### src/rtl/i2cmbe_pkg.sv
package i2cmbe_pkg;

    localparam int TICK_W = 16;
    localparam int CMP_W  = (TICK_W > 16) ? TICK_W : 16;

    localparam int CFG_IDX_W  = 2;
    localparam int CFG_DATA_W = 16;

    localparam logic [CFG_IDX_W-1:0] REG_PHASE_TICKS    = 2'd0;
    localparam logic [CFG_IDX_W-1:0] REG_ACK_POLL_LIMIT = 2'd1;

    localparam logic [15:0] PHASE_TICKS_RST    = 16'd2;
    localparam logic [7:0]  ACK_POLL_LIMIT_RST = 8'd250;

    localparam logic [2:0] CMD_NONE  = 3'd0;
    localparam logic [2:0] CMD_START = 3'd1;
    localparam logic [2:0] CMD_STOP  = 3'd2;
    localparam logic [2:0] CMD_WRITE = 3'd3;
    localparam logic [2:0] CMD_READ  = 3'd4;

    localparam logic [5:0] WR_ACK_LOW = 6'd24;
    localparam logic [5:0] WR_ACK_HI  = 6'd25;
    localparam logic [5:0] WR_POLL    = 6'd26;
    localparam logic [5:0] WR_STOP0   = 6'd27;
    localparam logic [5:0] WR_STOP1   = 6'd28;
    localparam logic [5:0] WR_END     = 6'd30;
    localparam logic [5:0] RD_ACK0    = 6'd16;
    localparam logic [5:0] RD_END     = 6'd18;
    localparam logic [5:0] START_END  = 6'd2;
    localparam logic [5:0] STOP_END   = 6'd3;

    typedef enum logic [4:0] {
        OP_IDLE  = 5'b00001,
        OP_START = 5'b00010,
        OP_STOP  = 5'b00100,
        OP_WRITE = 5'b01000,
        OP_READ  = 5'b10000
    } t_op;

    typedef struct packed {
        logic scl;
        logic sda;
        logic drv;
    } t_pins;

    typedef struct packed {
        logic       scl_level;
        logic       sda_level;
        logic       sda_drive;
        logic       busy_res;
        logic       done_res;
        logic [7:0] rx_byte;
        logic       acked;
        logic       ack_timeout;
    } t_result;

endpackage

### src/rtl/i2cmbe_core.sv
module i2cmbe_core (
    input  logic                 i_clk,
    input  logic                 i_rst_n,
    input  logic                 i_adv,
    input  logic [2:0]           i_command,
    input  logic [7:0]           i_tx_byte,
    input  logic                 i_send_ack,
    input  logic                 i_sda_in,
    input  logic [15:0]          i_phase_ticks,
    input  logic [7:0]           i_ack_poll_limit,
    output i2cmbe_pkg::t_result  o_res
);
    import i2cmbe_pkg::*;

    t_op               r_op, n_op;
    logic [5:0]        r_step, n_step;
    logic [1:0]        r_sub, n_sub;
    logic [TICK_W-1:0] r_tick, n_tick;
    logic [7:0]        r_shift, n_shift;
    logic [7:0]        r_poll, n_poll;
    logic              r_ack, n_ack;
    t_pins             r_pins, n_pins;
    logic [7:0]        r_rx, n_rx;
    logic              r_acked, n_acked;
    logic              r_tmo, n_tmo;
    logic              n_done;
    logic [15:0]       dur_m1;
    logic              tick_end;
    logic [5:0]        step_end;

    function automatic t_pins mk_pins(input logic scl, input logic sda, input logic drv);
        t_pins p;
        p.scl = scl;
        p.drv = drv;
        p.sda = drv ? sda : 1'b1;
        return p;
    endfunction

    function automatic t_pins stop_pins(input logic [1:0] k);
        t_pins p;
        case (k)
            2'd0:    p = mk_pins(1'b0, 1'b0, 1'b1);
            2'd1:    p = mk_pins(1'b1, 1'b0, 1'b1);
            default: p = mk_pins(1'b1, 1'b1, 1'b1);
        endcase
        return p;
    endfunction

    function automatic t_pins phase_pins(input t_op op, input logic [5:0] p,
                                         input logic [1:0] sub, input logic msb,
                                         input logic ack, input t_pins cur);
        t_pins q;
        q = cur;
        case (op)
            OP_START: q = mk_pins(1'b1, (p == 6'd0), 1'b1);
            OP_STOP:  q = stop_pins(p[1:0]);
            OP_WRITE: begin
                if (p < WR_ACK_LOW) begin
                    q = mk_pins((sub == 2'd1), msb, 1'b1);
                end else if (p == WR_ACK_LOW) begin
                    q = mk_pins(1'b0, 1'b1, 1'b0);
                end else if (p == WR_ACK_HI) begin
                    q = mk_pins(1'b1, 1'b1, 1'b0);
                end else if (p == WR_STOP0) begin
                    q = stop_pins(2'd0);
                end else if (p == WR_STOP1) begin
                    q = stop_pins(2'd1);
                end else if (p > WR_STOP1) begin
                    q = stop_pins(2'd2);
                end
            end
            OP_READ: begin
                if (p < RD_ACK0) begin
                    q = mk_pins(p[0], 1'b1, 1'b0);
                end else begin
                    q = mk_pins((p != RD_ACK0), ~ack, 1'b1);
                end
            end
            default: q = cur;
        endcase
        return q;
    endfunction

    assign dur_m1   = (i_phase_ticks == 16'd0) ? 16'd0 : i_phase_ticks - 16'd1;
    assign tick_end = (CMP_W'(r_tick) >= CMP_W'(dur_m1)) || (r_tick == '1);

    always_comb begin
        case (r_op)
            OP_START: step_end = START_END;
            OP_STOP:  step_end = STOP_END;
            OP_WRITE: step_end = WR_END;
            default:  step_end = RD_END;
        endcase
    end

    always_comb begin
        n_op    = r_op;
        n_step  = r_step;
        n_sub   = r_sub;
        n_tick  = r_tick;
        n_shift = r_shift;
        n_poll  = r_poll;
        n_ack   = r_ack;
        n_pins  = r_pins;
        n_rx    = r_rx;
        n_acked = r_acked;
        n_tmo   = r_tmo;
        n_done  = 1'b0;
        if (r_op == OP_IDLE) begin
            if (i_command inside {[CMD_START:CMD_READ]}) begin
                case (i_command)
                    CMD_START: n_op = OP_START;
                    CMD_STOP:  n_op = OP_STOP;
                    CMD_WRITE: n_op = OP_WRITE;
                    default:   n_op = OP_READ;
                endcase
                n_step  = '0;
                n_sub   = '0;
                n_tick  = '0;
                n_poll  = '0;
                n_shift = (i_command == CMD_WRITE) ? i_tx_byte : 8'd0;
                n_ack   = i_send_ack;
                n_pins  = phase_pins(n_op, 6'd0, 2'd0, n_shift[7], i_send_ack, r_pins);
            end
        end else if (r_op == OP_WRITE && r_step == WR_POLL) begin
            if (!i_sda_in) begin
                n_pins  = mk_pins(1'b0, 1'b1, 1'b0);
                n_acked = 1'b1;
                n_tmo   = 1'b0;
                n_op    = OP_IDLE;
                n_step  = '0;
                n_tick  = '0;
                n_done  = 1'b1;
            end else if (r_poll >= i_ack_poll_limit) begin
                n_step = WR_STOP0;
                n_tick = '0;
                n_pins = stop_pins(2'd0);
            end else begin
                n_poll = r_poll + 8'd1;
            end
        end else if (tick_end) begin
            n_tick = '0;
            if (r_op == OP_WRITE && r_step < WR_ACK_LOW && r_sub == 2'd2) begin
                n_shift = {r_shift[6:0], 1'b0};
            end else if (r_op == OP_READ && r_step < RD_ACK0 && r_step[0]) begin
                n_shift = {r_shift[6:0], i_sda_in};
            end
            n_sub  = (r_sub == 2'd2) ? 2'd0 : r_sub + 2'd1;
            n_step = r_step + 6'd1;
            if (n_step >= step_end) begin
                case (r_op)
                    OP_START: n_pins = mk_pins(1'b0, 1'b0, 1'b1);
                    OP_WRITE: begin
                        n_acked = 1'b0;
                        n_tmo   = 1'b1;
                    end
                    OP_READ: begin
                        n_pins = mk_pins(1'b0, r_pins.sda, 1'b1);
                        n_rx   = n_shift;
                    end
                    default: n_pins = r_pins;
                endcase
                n_op   = OP_IDLE;
                n_step = '0;
                n_done = 1'b1;
            end else begin
                n_pins = phase_pins(r_op, n_step, n_sub, n_shift[7], r_ack, r_pins);
            end
        end else begin
            n_tick = r_tick + TICK_W'(1);
        end
    end

    always_ff @(posedge i_clk) begin
        if (!i_rst_n) begin
            r_op    <= OP_IDLE;
            r_step  <= '0;
            r_sub   <= '0;
            r_tick  <= '0;
            r_shift <= '0;
            r_poll  <= '0;
            r_ack   <= 1'b0;
            r_pins  <= mk_pins(1'b1, 1'b1, 1'b1);
            r_rx    <= '0;
            r_acked <= 1'b0;
            r_tmo   <= 1'b0;
        end else if (i_adv) begin
            r_op    <= n_op;
            r_step  <= n_step;
            r_sub   <= n_sub;
            r_tick  <= n_tick;
            r_shift <= n_shift;
            r_poll  <= n_poll;
            r_ack   <= n_ack;
            r_pins  <= n_pins;
            r_rx    <= n_rx;
            r_acked <= n_acked;
            r_tmo   <= n_tmo;
        end
    end

    always_comb begin
        o_res.scl_level   = n_pins.scl;
        o_res.sda_level   = n_pins.sda;
        o_res.sda_drive   = n_pins.drv;
        o_res.busy_res    = (n_op != OP_IDLE);
        o_res.done_res    = n_done;
        o_res.rx_byte     = n_rx;
        o_res.acked       = n_acked;
        o_res.ack_timeout = n_tmo;
    end

endmodule

### src/rtl/i2c_master_byte_engine_unit.sv
// Channel   Direction  Handshake                       Beat
// in        to block   i_in_valid / o_in_stall         command, tx_byte, send_ack, sda_in
// out       from block o_out_valid / i_out_stall       pins, busy, done, rx_byte, flags
// cfg       to block   i_cfg_valid / o_cfg_ready       register index, write data
//
// One input beat is one bus tick and yields one output beat; one beat per cycle sustained
// while o_in_stall is low. Engine state and tick counter update from the accepted beat, and
// the result lands in the output register (or skid, if stalled) on the same edge.
// A two-entry output (register plus skid) keeps input flowing while output is stalled;
// o_in_stall rises only when both entries hold results.
// Reset is synchronous, active low; the configuration port is always ready.
module i2c_master_byte_engine_unit (
    input  logic                               i_clk,
    input  logic                               i_rst_n,
    input  logic                               i_in_valid,
    output logic                               o_in_stall,
    input  logic [2:0]                         i_command,
    input  logic [7:0]                         i_tx_byte,
    input  logic                               i_send_ack,
    input  logic                               i_sda_in,
    output logic                               o_out_valid,
    input  logic                               i_out_stall,
    output logic                               o_scl_level,
    output logic                               o_sda_level,
    output logic                               o_sda_drive,
    output logic                               o_busy_res,
    output logic                               o_done_res,
    output logic [7:0]                         o_rx_byte,
    output logic                               o_acked,
    output logic                               o_ack_timeout,
    input  logic                               i_cfg_valid,
    output logic                               o_cfg_ready,
    input  logic [i2cmbe_pkg::CFG_IDX_W-1:0]   i_cfg_index,
    input  logic [i2cmbe_pkg::CFG_DATA_W-1:0]  i_cfg_data
);
    import i2cmbe_pkg::*;

    logic [15:0] r_phase_ticks;
    logic [7:0]  r_ack_poll_limit;
    t_result     res;
    t_result     r_out;
    t_result     r_skid;
    logic        r_out_valid;
    logic        r_skid_valid;
    logic        accept;
    logic        take;

    assign o_cfg_ready = 1'b1;
    assign o_in_stall  = r_skid_valid;
    assign accept      = i_in_valid && !r_skid_valid;
    assign take        = r_out_valid && !i_out_stall;

    always_ff @(posedge i_clk) begin
        if (!i_rst_n) begin
            r_phase_ticks    <= PHASE_TICKS_RST;
            r_ack_poll_limit <= ACK_POLL_LIMIT_RST;
        end else if (i_cfg_valid) begin
            case (i_cfg_index)
                REG_PHASE_TICKS:    r_phase_ticks    <= i_cfg_data[15:0];
                REG_ACK_POLL_LIMIT: r_ack_poll_limit <= i_cfg_data[7:0];
                default: ;
            endcase
        end
    end

    i2cmbe_core u_core (
        .i_clk            (i_clk),
        .i_rst_n          (i_rst_n),
        .i_adv            (accept),
        .i_command        (i_command),
        .i_tx_byte        (i_tx_byte),
        .i_send_ack       (i_send_ack),
        .i_sda_in         (i_sda_in),
        .i_phase_ticks    (r_phase_ticks),
        .i_ack_poll_limit (r_ack_poll_limit),
        .o_res            (res)
    );

    always_ff @(posedge i_clk) begin
        if (!i_rst_n) begin
            r_out_valid  <= 1'b0;
            r_skid_valid <= 1'b0;
        end else if (!r_out_valid || take) begin
            if (r_skid_valid) begin
                r_out_valid  <= 1'b1;
                r_skid_valid <= 1'b0;
            end else begin
                r_out_valid <= accept;
            end
        end else if (accept) begin
            r_skid_valid <= 1'b1;
        end
    end

    always_ff @(posedge i_clk) begin
        if (!r_out_valid || take) begin
            if (r_skid_valid) begin
                r_out <= r_skid;
            end else if (accept) begin
                r_out <= res;
            end
        end else if (accept) begin
            r_skid <= res;
        end
    end

    assign o_out_valid   = r_out_valid;
    assign o_scl_level   = r_out.scl_level;
    assign o_sda_level   = r_out.sda_level;
    assign o_sda_drive   = r_out.sda_drive;
    assign o_busy_res    = r_out.busy_res;
    assign o_done_res    = r_out.done_res;
    assign o_rx_byte     = r_out.rx_byte;
    assign o_acked       = r_out.acked;
    assign o_ack_timeout = r_out.ack_timeout;

endmodule

### config.mk
export PLATFORM = sky130hd
export DESIGN_NAME = i2c_master_byte_engine_unit
export DESIGN_NICKNAME = d
export VERILOG_FILES = /design/src/rtl/i2cmbe_pkg.sv /design/src/rtl/i2cmbe_core.sv /design/src/rtl/i2c_master_byte_engine_unit.sv
export SDC_FILE = /design/constraint.sdc
export NUM_CORES = 1
export LEC_CHECK = 0
export BUFFER_PORTS_ARGS = -buffer_cell sky130_fd_sc_hd__buf_2
export CORE_ASPECT_RATIO = 1.1
export CORE_MARGIN = 5
export CORE_UTILIZATION = 36
export CTS_CLUSTER_DIAMETER = 200
export DETAILED_ROUTE_END_ITERATION = 7
export PLACE_DENSITY = 0.53
export SLEW_MARGIN = 20
export SYNTH_ARGS = -nofsm -noshare
export SYNTH_HDL_FRONTEND = slang
export SYNTH_HIERARCHICAL = 1
export SYNTH_SLANG_ARGS = --single-unit
export TNS_END_PERCENT = 50
### constraint.sdc
create_clock -name i_clk -period 9.6 [get_ports i_clk]
set_input_delay 1.92 -clock i_clk [delete_from_list [all_inputs] [get_ports i_clk]]
set_output_delay 1.92 -clock i_clk [all_outputs]
set_load 0.02 [all_outputs]
Yosys cells after proc, flatten, opt, wreduce, memory -nomap -nowiden

Cells that the tools add are included.

RAM bits: 0
Bits in latches: 0
Flip-flop bits (word level): 115
Word-level logic and storage cells: 195
Memories kept: 0
Input bits: 36
Memory bits (read-only): 0

Bitwise gates (word level): 3
Shifts and indexed selects: 0
Order comparisons: 10
Reductions and logical operators: 32
Mux-type cells: 84
Add/sub/neg operators: 5
Equal/unequal tests: 28
Divide/modulo/power cells: 0
Multipliers: 0

Operators by type and width:

| kind                                                       | number |
|---|---|
| 2-to-1 mux 8 bit                                           | 17 |
| 2-to-1 mux 16 bit                                          | 7 |
| 2-to-1 mux 3 bit                                           | 14 |
| 2-to-1 mux 6 bit                                           | 7 |
| 2-to-1 mux 5 bit                                           | 8 |
| == test 6 x 5 -> 1 bit, second input constant              | 5 |
| 2-to-1 mux 15 bit                                          | 2 |
| case mux 5 bit (3 select lines)                            | 2 |
| less-than comparator 6 x 5 -> 1 bit, second input constant | 4 |
| case mux 3 bit (4 select lines)                            | 2 |
| 2-to-1 mux 1 bit                                           | 18 |
| adder 16 x 1 -> 16 bit, second input constant              | 1 |
| == test 16 bit, second input constant                      | 1 |
| >= comparator 16 bit                                       | 1 |
| logical NOT 16 bit                                         | 1 |
| subtractor 16 x 1 -> 16 bit, second input constant         | 1 |
| case mux 3 bit (2 select lines)                            | 2 |
| == test 5 x 2 -> 1 bit, second input constant              | 2 |
| == test 5 x 3 -> 1 bit, second input constant              | 2 |
| == test 5 x 4 -> 1 bit, second input constant              | 2 |
| == test 5 bit, second input constant                       | 2 |
| 2-to-1 mux 2 bit                                           | 5 |
| adder 8 x 1 -> 8 bit, second input constant                | 1 |
| >= comparator 8 bit                                        | 1 |
| other kinds (29)                                           | 54 |

Logic depth before layout (Yosys ltp)

Gate-level depths: netlist of run 1.

Depth in word-level cells: 15
Mapped depth: 16

Modules after synthesis

The synthesis of run 1 kept the hierarchy.

Modules (own cells, without submodules):

| module                      | instances | area an instance (µm²) | sequential area each (µm²) | cells an instance |
|---|---|---|---|---|
| i2cmbe_core                 | 1         | 4874.7                 | 1181.1                     | 614 |
| i2c_master_byte_engine_unit | 1         | 2163.3                 | 1421.4                     | 163 |

Least setup slack after synthesis of run 1

OpenSTA, ideal clock, no wires.

Path type: register -> register
Start point: register r_phase_ticks[7]
End point: register r_out (netlist bit o_acked), data pin
Buffers on the path: 1
Stages on the path, launching flop included: 16
Slack: 5.490 ns
Required time: 9.340 ns
Arrival time: 3.850 ns
Setup time: 0.260 ns
Period minus slack after synthesis: 4.110 ns
Cell sequence: dfxtp_1 or4_1 nor4_1 nor2b_1 nand4b_1 and2_1 ha_1 nand2b_1 a2111oi_0 o211a_1 o211ai_1 nand2_1 or3_1 o21a_1 buf_4 mux2_2

Word-level cells in the longest chain between the ends: 9

RTL lines:

| item                                                              | line                               | source |
|---|---|---|
| start: declaration                                                | i2c_master_byte_engine_unit.sv:38  | `logic [15:0] r_phase_ticks;` |
| start signal: assignment                                          | i2c_master_byte_engine_unit.sv:59  | `REG_PHASE_TICKS: r_phase_ticks <= i_cfg_data[15:0];` |
| subtractor 16 x 1 -> 16 bit or logical NOT 16 bit (tied branches) | i2cmbe_core.sv:84                  | `assign dur_m1 = (i_phase_ticks == 16'd0) ? 16'd0 : i_phase_ticks - 16'd1;` |
| 2-to-1 mux 16 bit (*)                                             | i2cmbe_core.sv:84                  |  |
| >= comparator 16 bit (*)                                          | i2cmbe_core.sv:85                  | `assign tick_end = (CMP_W'(r_tick) >= CMP_W'(dur_m1)) \|\| (r_tick == '1);` |
| logical OR 1 bit (*)                                              | i2cmbe_core.sv:85                  |  |
| 2-to-1 mux 1 bit (*)                                              | i2cmbe_core.sv:141                 | `end else if (tick_end) begin` |
| 2-to-1 mux 1 bit (*)                                              | i2cmbe_core.sv:125                 | `end else if (r_op == OP_WRITE && r_step == WR_POLL) begin` |
| 2-to-1 mux 1 bit (*)                                              | i2cmbe_core.sv:109                 | `if (r_op == OP_IDLE) begin` |
| named net u_core.n_acked                                          | i2cmbe_core.sv:24                  | `logic r_acked, n_acked;` |
| 2-to-1 mux 15 bit (*)                                             | i2c_master_byte_engine_unit.sv:99  | `end else if (accept) begin` |
| 2-to-1 mux 15 bit (*)                                             | i2c_master_byte_engine_unit.sv:97  | `if (r_skid_valid) begin` |
| end signal: assignment                                            | i2c_master_byte_engine_unit.sv:98  | `r_out <= r_skid;` |
| end signal: assignment                                            | i2c_master_byte_engine_unit.sv:100 | `r_out <= res;` |
| end: declaration                                                  | i2c_master_byte_engine_unit.sv:41  | `t_result r_out;` |

Mark *: on every way through the listed nets, which the timed path passes. The rest lies on a longest branch. The select of a mux whose other input is x is not followed.
A chain may end at the register's enable or synchronous reset.

==> flow_metrics.tcl, run 1 <==
set metrics [dict create \
    r2r_cells 14 \
    cts_setup_buffers 0 \
    grt_usage 0.159 \
    cp_slowest_cell "or4_1" \
    synth_area_um2 7040 \
    finClkSkew_ns 0.0111 \
    clk_pin_slew_worst_paths_ns 0.06 \
    cts_buffers 17 \
    synth-main-ff-cell "dfxtp_1" \
    post_synth_num_cell_types 72 \
    clock_latency_ns 0.42 \
    worst_slew_pin_slew_ns 0.975 \
    p_clk_frac 0.458 \
    pwr-share-seq 0.406 \
    yosysWarnings 6 \
    ff2ff_setup_slack_ns 4.67 \
    wirelength_um 17500 \
    avgSynthCellArea_um2 9.06 \
    crit_required_ns 9.77 \
    ys_seq_elements 115 \
    start_util 0.367 \
    drive_gt1_frac 0.169 \
    crit_cells 14 \
    yosysSeqAreaShare 0.370 \
    dp_hpwl_um 12800 \
    setup_violations 0 \
    status "complete, no violations" \
    max_freq_ghz 0.203 \
    rows 53 \
    cap_violations 0 \
    fin_nets 881 \
    worstSetupPathType "reg -> reg" \
    die_w_um 143 \
    critical_path.max_stage_delay_ns 0.60 \
    portBuffers 52 \
    crit_arrival_ns 5.10 \
    start_kind "register" \
    antenna_found_initial 0 \
    synthAdderAreaFrac 0.0640 \
    path_buf_inv 0 \
    synthCells 777 \
    async_reset_ff_frac 0 \
    min_path_type "reg -> reg" \
    min_delay_path_depth 2 \
    stdcell_count 1069 \
    die-area_um2 22400 \
    synthesis.nets 849 \
    synth_top_family_by_area "simple AND/OR/NAND/NOR gates" \
    vias_per_cell 5.37 \
    core_area_um2 19200 \
    setup_tns_ns 0 \
    drv_slew 0 \
    p_comb_frac 0.137 \
    gp_congestion 0.901 \
    die_h_um 157 \
    period_needed_ns 4.93 \
    synth_edf_count 30 \
    vias 5742 \
    crit_chain "or4_1 -> nor4_1 -> nor2b_1 -> nand4b_1 -> and2_1 -> ha_1 -> nand2b_1 -> a2111oi_0 -> o211a_1 -> o211ai_1 -> nand2_1 -> or3_1 -> o21a_1 -> mux2_2" \
    grt_remaining_overflow 0 \
    drtIter0Drc 415 \
    cts_tree "built" \
    cts_resized 0 \
    p_per_area_nw_per_um2 168 \
    grt_max_degree 56 \
    drc 0 \
    syn2layout_area_growth_pct 12.3 \
    dp_cells 1037 \
    seq_area_um2 2600 \
    htree_levels 4 \
    num_antenna_cells 0 \
    maxSlewHeadroom 0.344 \
    p_total_w 0.00133 \
    min_period_over_period 0.514 \
    finalHoldViolations 0 \
    cp-end-kind "register" \
    grt_pass1_wl_um 28900 \
    clk_path_buf_depth 2 \
    leakage_nw 3.21 \
    synth-simple-area-share 0.217 \
    grt_pass1_vias 5671 \
    path_max_fanout 16 \
    rsz0062_at_grt "no" \
    ctsHoldBuffers 0 \
    first_pass_iters 4 \
    synthMuxAreaShare 0.0789 \
    cts_root_buf "clkbuf_16" \
    multi_input_comb_area_um2 4020 \
    p_int_w 0.000948 \
    ir_worst_vdd_uv 125 \
    fillCellCount 1941 \
    ant_nets 0 \
    routedWlPerCell_um 16.3 \
    synth_xor_area_frac 0.0510 \
    swShare 0.286 \
    p_sw_w 0.000379 \
    synth_compound_area_frac 0.159 \
    io_pins 54 \
    crit_family "simple AND/OR/NAND/NOR gates" \
    cts.sinks 115 \
]
cell type report:
| class | count | share of cell area |
|---|---|---|
| sequential | 115 | 0.329 |
| timing repair buffer | 56 | 0.0367 |
| clock inverter | 15 | 0.0184 |
| clock buffer | 17 | 0.0538 |
| tap | 247 | 0.0391 |
| inverter | 30 | 0.0142 |
| multi-input combinational | 589 | 0.508 |
metrics by stage:
step	instance area, um^2	hold slack, ns	setup slack, ns	util
after floorplan	7040	0.434	5.49	-
after detailed placement	7330	0.449	4.71	0.383
after CTS	7900	0.458	4.69	0.412
after global routing	7900	0.477	4.32	0.412
final	7900	0.459	4.67	0.412
after global placement	7330	0.442	4.82	0.383
synthesized netlist by cell type (all sizes together), types with 8 or more instances:
cell / count / area share
xnor2: 13 / 0.016
o21a: 9 / 0.0096
and2: 11 / 0.010
o211ai: 11 / 0.012
o21ai: 28 / 0.021
xor2: 28 / 0.035
dfxtp: 85 / 0.24
nor3: 24 / 0.019
nor2b: 12 / 0.011
ha: 36 / 0.064
clkbuf: 22 / 0.020
nand3: 21 / 0.015
buf: 21 / 0.023
nor4: 8 / 0.0071
mux2: 28 / 0.045
mux2i: 24 / 0.034
nand4: 20 / 0.019
inv: 30 / 0.016
and3: 9 / 0.0080
a21oi: 47 / 0.033
edfxtp: 30 / 0.13
nand2: 93 / 0.050
a311oi: 9 / 0.011
nor2: 62 / 0.033
state kept, by name (all words and copies together) (netlist names), 2 cells and up:
signal / flops
u_core/r_sub: 2
u_core/r_pins: 3
r_ack_poll_limit: 8
u_core/r_shift: 8
u_core/r_poll: 8
u_core/r_step: 6
o_rx_byte: 8
u_core/r_op: 5
r_phase_ticks: 16
u_core/r_rx: 8
u_core/r_tick: 16
r_skid: 15
power by group through the flow:
| stage | clock, W | combinational [W] | sequential [W] |
|---|---|---|---|
| 6_report | 0.000607 | 0.000181 | 0.000538 |
| 5_1_grt | 0.000645 | 0.000200 | 0.000541 |
| 4_1_cts | 0.000622 | 0.000181 | 0.000538 |
| 3_5_place_dp | 0 | 0.000179 | 0.000548 |
| 3_3_place_gp | 0 | 0.000179 | 0.000548 |
| 2_1_floorplan | 0 | 0.000130 | 0.000548 |
cells in the final DEF, fill, tap and decap left out, types with 11 or more instances in the layout:
cell,Yosys,routed
ha_1,36,36
nor2_1,61,61
o21ai_0,26,26
o211ai_1,11,11
buf_2,9,52
nand4_1,19,19
nand3_1,21,21
xnor2_1,13,13
nor3_1,23,23
mux2i_1,24,24
xor2_1,28,28
edfxtp_1,30,30
dfxtp_1,85,85
inv_1,30,30
nand2_1,93,93
clkbuf_16,0,17
a21oi_1,47,47
nor2b_1,12,12
mux2_2,28,28
metal layers:
layer	up-vias	wire [um]	track usage	share of wire
met4	0	398	0.0596	0.023
met1	2700	8080	0.206	0.46
met5	-	0	0	0
met3	32	761	0.0296	0.044
met2	135	8230	0.264	0.47
li1	2875	-	-	-
final timing paths:
| kind | start | endpoint |
|---|---|---|
| worst max-delay path | r_phase_ticks[7] | o_acked |
| worst min register to register | r_ack_poll_limit[2] | r_ack_poll_limit[2] |
| worst min-delay path | r_ack_poll_limit[2] | r_ack_poll_limit[2] |
| worst max register to register | r_phase_ticks[7] | o_acked |
worst register-to-register path, stage by stage (launching register included):
cell and delay (ns):
dfxtp_1 0.36, or4_1 0.60, nor4_1 0.27, nor2b_1 0.22, nand4b_1 0.46, and2_1 0.37, ha_1 0.26, nand2b_1 0.09
a2111oi_0 0.09, o211a_1 0.25, o211ai_1 0.56, nand2_1 0.31, or3_1 0.45, o21a_1 0.13, mux2_2 0.25
logic make-up (layout without fill, tap and decap cells):
kind of cell,Yosys count,after routing
buf+inv,73,118
simple gates,299,299
other cells,1,1
flops,115,115
xor+xnor,41,41
mux,52,52
compound gates,160,160
fa+ha+maj,36,36
Note: power is estimated with default switching activity, not from simulation.
==> run 2, diff against run 1 <==
--- a/config.mk
+++ b/config.mk
@@ -5,13 +5,14 @@
 export SDC_FILE = /design/constraint.sdc
 export NUM_CORES = 1
 export LEC_CHECK = 0
+export ABC_AREA = 1
 export BUFFER_PORTS_ARGS = -buffer_cell sky130_fd_sc_hd__buf_2
 export CORE_ASPECT_RATIO = 1.1
 export CORE_MARGIN = 5
 export CORE_UTILIZATION = 36
 export CTS_CLUSTER_DIAMETER = 200
 export DETAILED_ROUTE_END_ITERATION = 7
-export PLACE_DENSITY = 0.53
+export PLACE_DENSITY = 0.55
 export SLEW_MARGIN = 20
 export SYNTH_ARGS = -nofsm -noshare
 export SYNTH_HDL_FRONTEND = slang
==> constraint.sdc (replaced) <==
create_clock -name i_clk -period 4.28 [get_ports i_clk]
set_input_delay 0.856 -clock i_clk [delete_from_list [all_inputs] [get_ports i_clk]]
set_output_delay 0.856 -clock i_clk [all_outputs]
set_load 0.02 [all_outputs]
==> flow_metrics.tcl, run 2 <==
set metrics [dict create \
    status "complete, no violations" \
    grt_pass1_wl_um 28400 \
    p_comb_frac 0.157 \
    period_needed_ns 3.74 \
    maxSlewHeadroom 0.413 \
    stdcell_count 1296 \
    grt_pass1_vias 5927 \
    hold_slack_ns 0.454 \
    drtIter0Drc 295 \
    gp_congestion 0.878 \
    start_kind "register" \
    leakage_nw 3.75 \
    drv_slew 0 \
    setup_violations 0 \
    dp_cells 1264 \
    cts_root_buf "clkbuf_16" \
    die_w_um 143 \
    min_delay_path_depth 2 \
    synth_common_cells "nand2_1, inv_1, nor2_1" \
    clock_latency_ns 0.42 \
    antenna_found_initial 0 \
    synth_area_um2 7060 \
    cts.sinks 115 \
    cp_slowest_cell "o21ai_0" \
    dp_hpwl_um 12800 \
    crit_cells 25 \
    crit_top_cell "nand2_1" \
    avgSynthCellArea_um2 7.10 \
    finClkSkew_ns 0.0120 \
    min_period_over_period 0.875 \
    grt_usage 0.155 \
    post_synth_num_cell_types 54 \
    grt_remaining_overflow 0 \
    wirelength_um 17100 \
    ant_nets 0 \
    cts_setup_buffers 0 \
    fin_area_um2 8030 \
    cts_buffers 17 \
    syn2layout_area_growth_pct 13.9 \
    r2r_cells 25 \
    p_per_area_nw_per_um2 387 \
    cap_violations 0 \
    crit_family "simple AND/OR/NAND/NOR gates" \
    synth-main-ff-cell "dfxtp_1" \
    yosysTopAreaCellShare 0.241 \
    cp-end-kind "register" \
    cts_resized 0 \
    die-area_um2 22500 \
    crit_required_ns 4.45 \
    finalHoldViolations 0 \
    rows 53 \
    worstSetupPathType "reg -> reg" \
    drive_gt1_frac 0.122 \
    ctsHoldBuffers 0 \
    ir_worst_vdd_uv 302 \
    yosysWarnings 6 \
    synth.most_common_cell "nand2_1" \
    yosysSeqAreaShare 0.369 \
    synthesis.nets 1066 \
    core_area_um2 19200 \
    grt_max_degree 45 \
    setup_tns_ns 0 \
    p_int_w 0.00217 \
    async_reset_ff_frac 0 \
    routedWlPerCell_um 13.2 \
    num_antenna_cells 0 \
    first_pass_iters 4 \
    max_freq_ghz 0.267 \
    yosys.area.top_type "dfxtp_1" \
    min_path_type "reg -> reg" \
    fin_nets 1108 \
    drc 0 \
    p_sw_w 0.000944 \
    fillCellCount 2042 \
    htree_levels 4 \
    pwr-share-seq 0.398 \
    rsz0062_at_grt "no" \
    path_buf_inv 4 \
    crit_arrival_ns 3.91 \
    vias 6220 \
    final_cell_mix "nand2_1, inv_1, nor2_1" \
    die_h_um 157 \
    synthCells 994 \
    ys_seq_elements 115 \
    p_clk_frac 0.445 \
    swShare 0.304 \
    synth_area_leaders "dfxtp_1, edfxtp_1, nand2_1" \
    top_regs "r_phase_ticks: 16 flops, u_core/r_tick: 16 flops, r_skid: 15 flops" \
    clk_path_buf_depth 2 \
    cts_tree "built" \
    clk_pin_slew_worst_paths_ns 0.06 \
    path_max_fanout 10 \
    final_common_cell "nand2_1" \
    vias_per_cell 4.80 \
    critical_path.max_stage_delay_ns 0.39 \
    worst_slew_pin_slew_ns 0.879 \
    portBuffers 52 \
    synth_edf_count 30 \
    io_pins 54 \
    start_util 0.367 \
    postPlaceCellArea_um2 7460 \
]
==> run 2: cell types whose count changed after synthesis, sizes merged, moves of 24 or more <==
| cell | before | now |
|---|---|---|
| mux2 | 28 | 0 |
| nand2 | 93 | 225 |
| a21oi | 47 | 77 |
| nand3 | 21 | 65 |
| mux2i | 24 | 0 |
| nor2 | 62 | 121 |
| inv | 30 | 136 |
| o21ai | 28 | 77 |
==> run 2: final timing paths <==
| check | start | end | slack, ns |
|---|---|---|---|
| max | r_phase_ticks[2] | o_busy_res | 0.54 |
| min | r_ack_poll_limit[5] | r_ack_poll_limit[5] | 0.45 |
| max reg2reg | r_phase_ticks[2] | o_busy_res | 0.54 |
| min reg2reg | r_ack_poll_limit[5] | r_ack_poll_limit[5] | 0.45 |
==> run 2: area by class of cell <==
cell class	instances	area, um^2	area share
clock inverter	15	148	0.0184
multi-input combinational	705	3720	0.463
tap	247	309	0.0385
clock buffer	17	425	0.0530
sequential	115	2600	0.324
timing repair buffer	58	305	0.0380
inverter	139	526	0.0654
==> run 2: routing by layer <==
layer	global-route usage	share of wire	up-vias
met3	0.0269	0.033	17
met5	0	0	-
li1	-	-	3334
met1	0.195	0.47	2775
met4	0.0583	0.013	0
met2	0.264	0.49	94
==> run 2: logic make-up (layout without fill, tap and decap cells) <==
family                   Yosys count  in the layout  synth area share
AO/OA/AOI/OAI                    173            173             0.132
other                              1              1          0.000531
adder cells (fa/ha/maj)           36             36            0.0638
AND/OR/NAND/NOR                  474            474             0.303
flip-flops                       115            115             0.369
buffers and inverters            174            229             0.106
XOR/XNOR                          21             21            0.0261
==> run 2: power by group through the flow <==
stage	clock (W)	combinational (W)	sequential (W)
5_1_grt	0.00147	0.000558	0.00125
3_5_place_dp	0	0.000489	0.00126
3_3_place_gp	0	0.000486	0.00126
2_1_floorplan	0	0.000355	0.00127
6_report	0.00138	0.000488	0.00124
4_1_cts	0.00141	0.000492	0.00124
==> run 2: stage by stage <==
step	utilization	setup slack, ns	power, W
after global placement	0.388	0.707	0.00175
final	0.418	0.536	0.00311
after floorplan	-	0.859	0.00162
after global routing	0.418	0.0413	0.00327
after CTS	0.418	0.579	0.00314
after detailed placement	0.388	0.588	0.00175
==> run 2: tightest hold or removal path, delay by kind of cell (launching register included) <==
family / cells / cell delay, ns
DFF: 1 / 0.32
and+or+nand+nor: 2 / 0.10
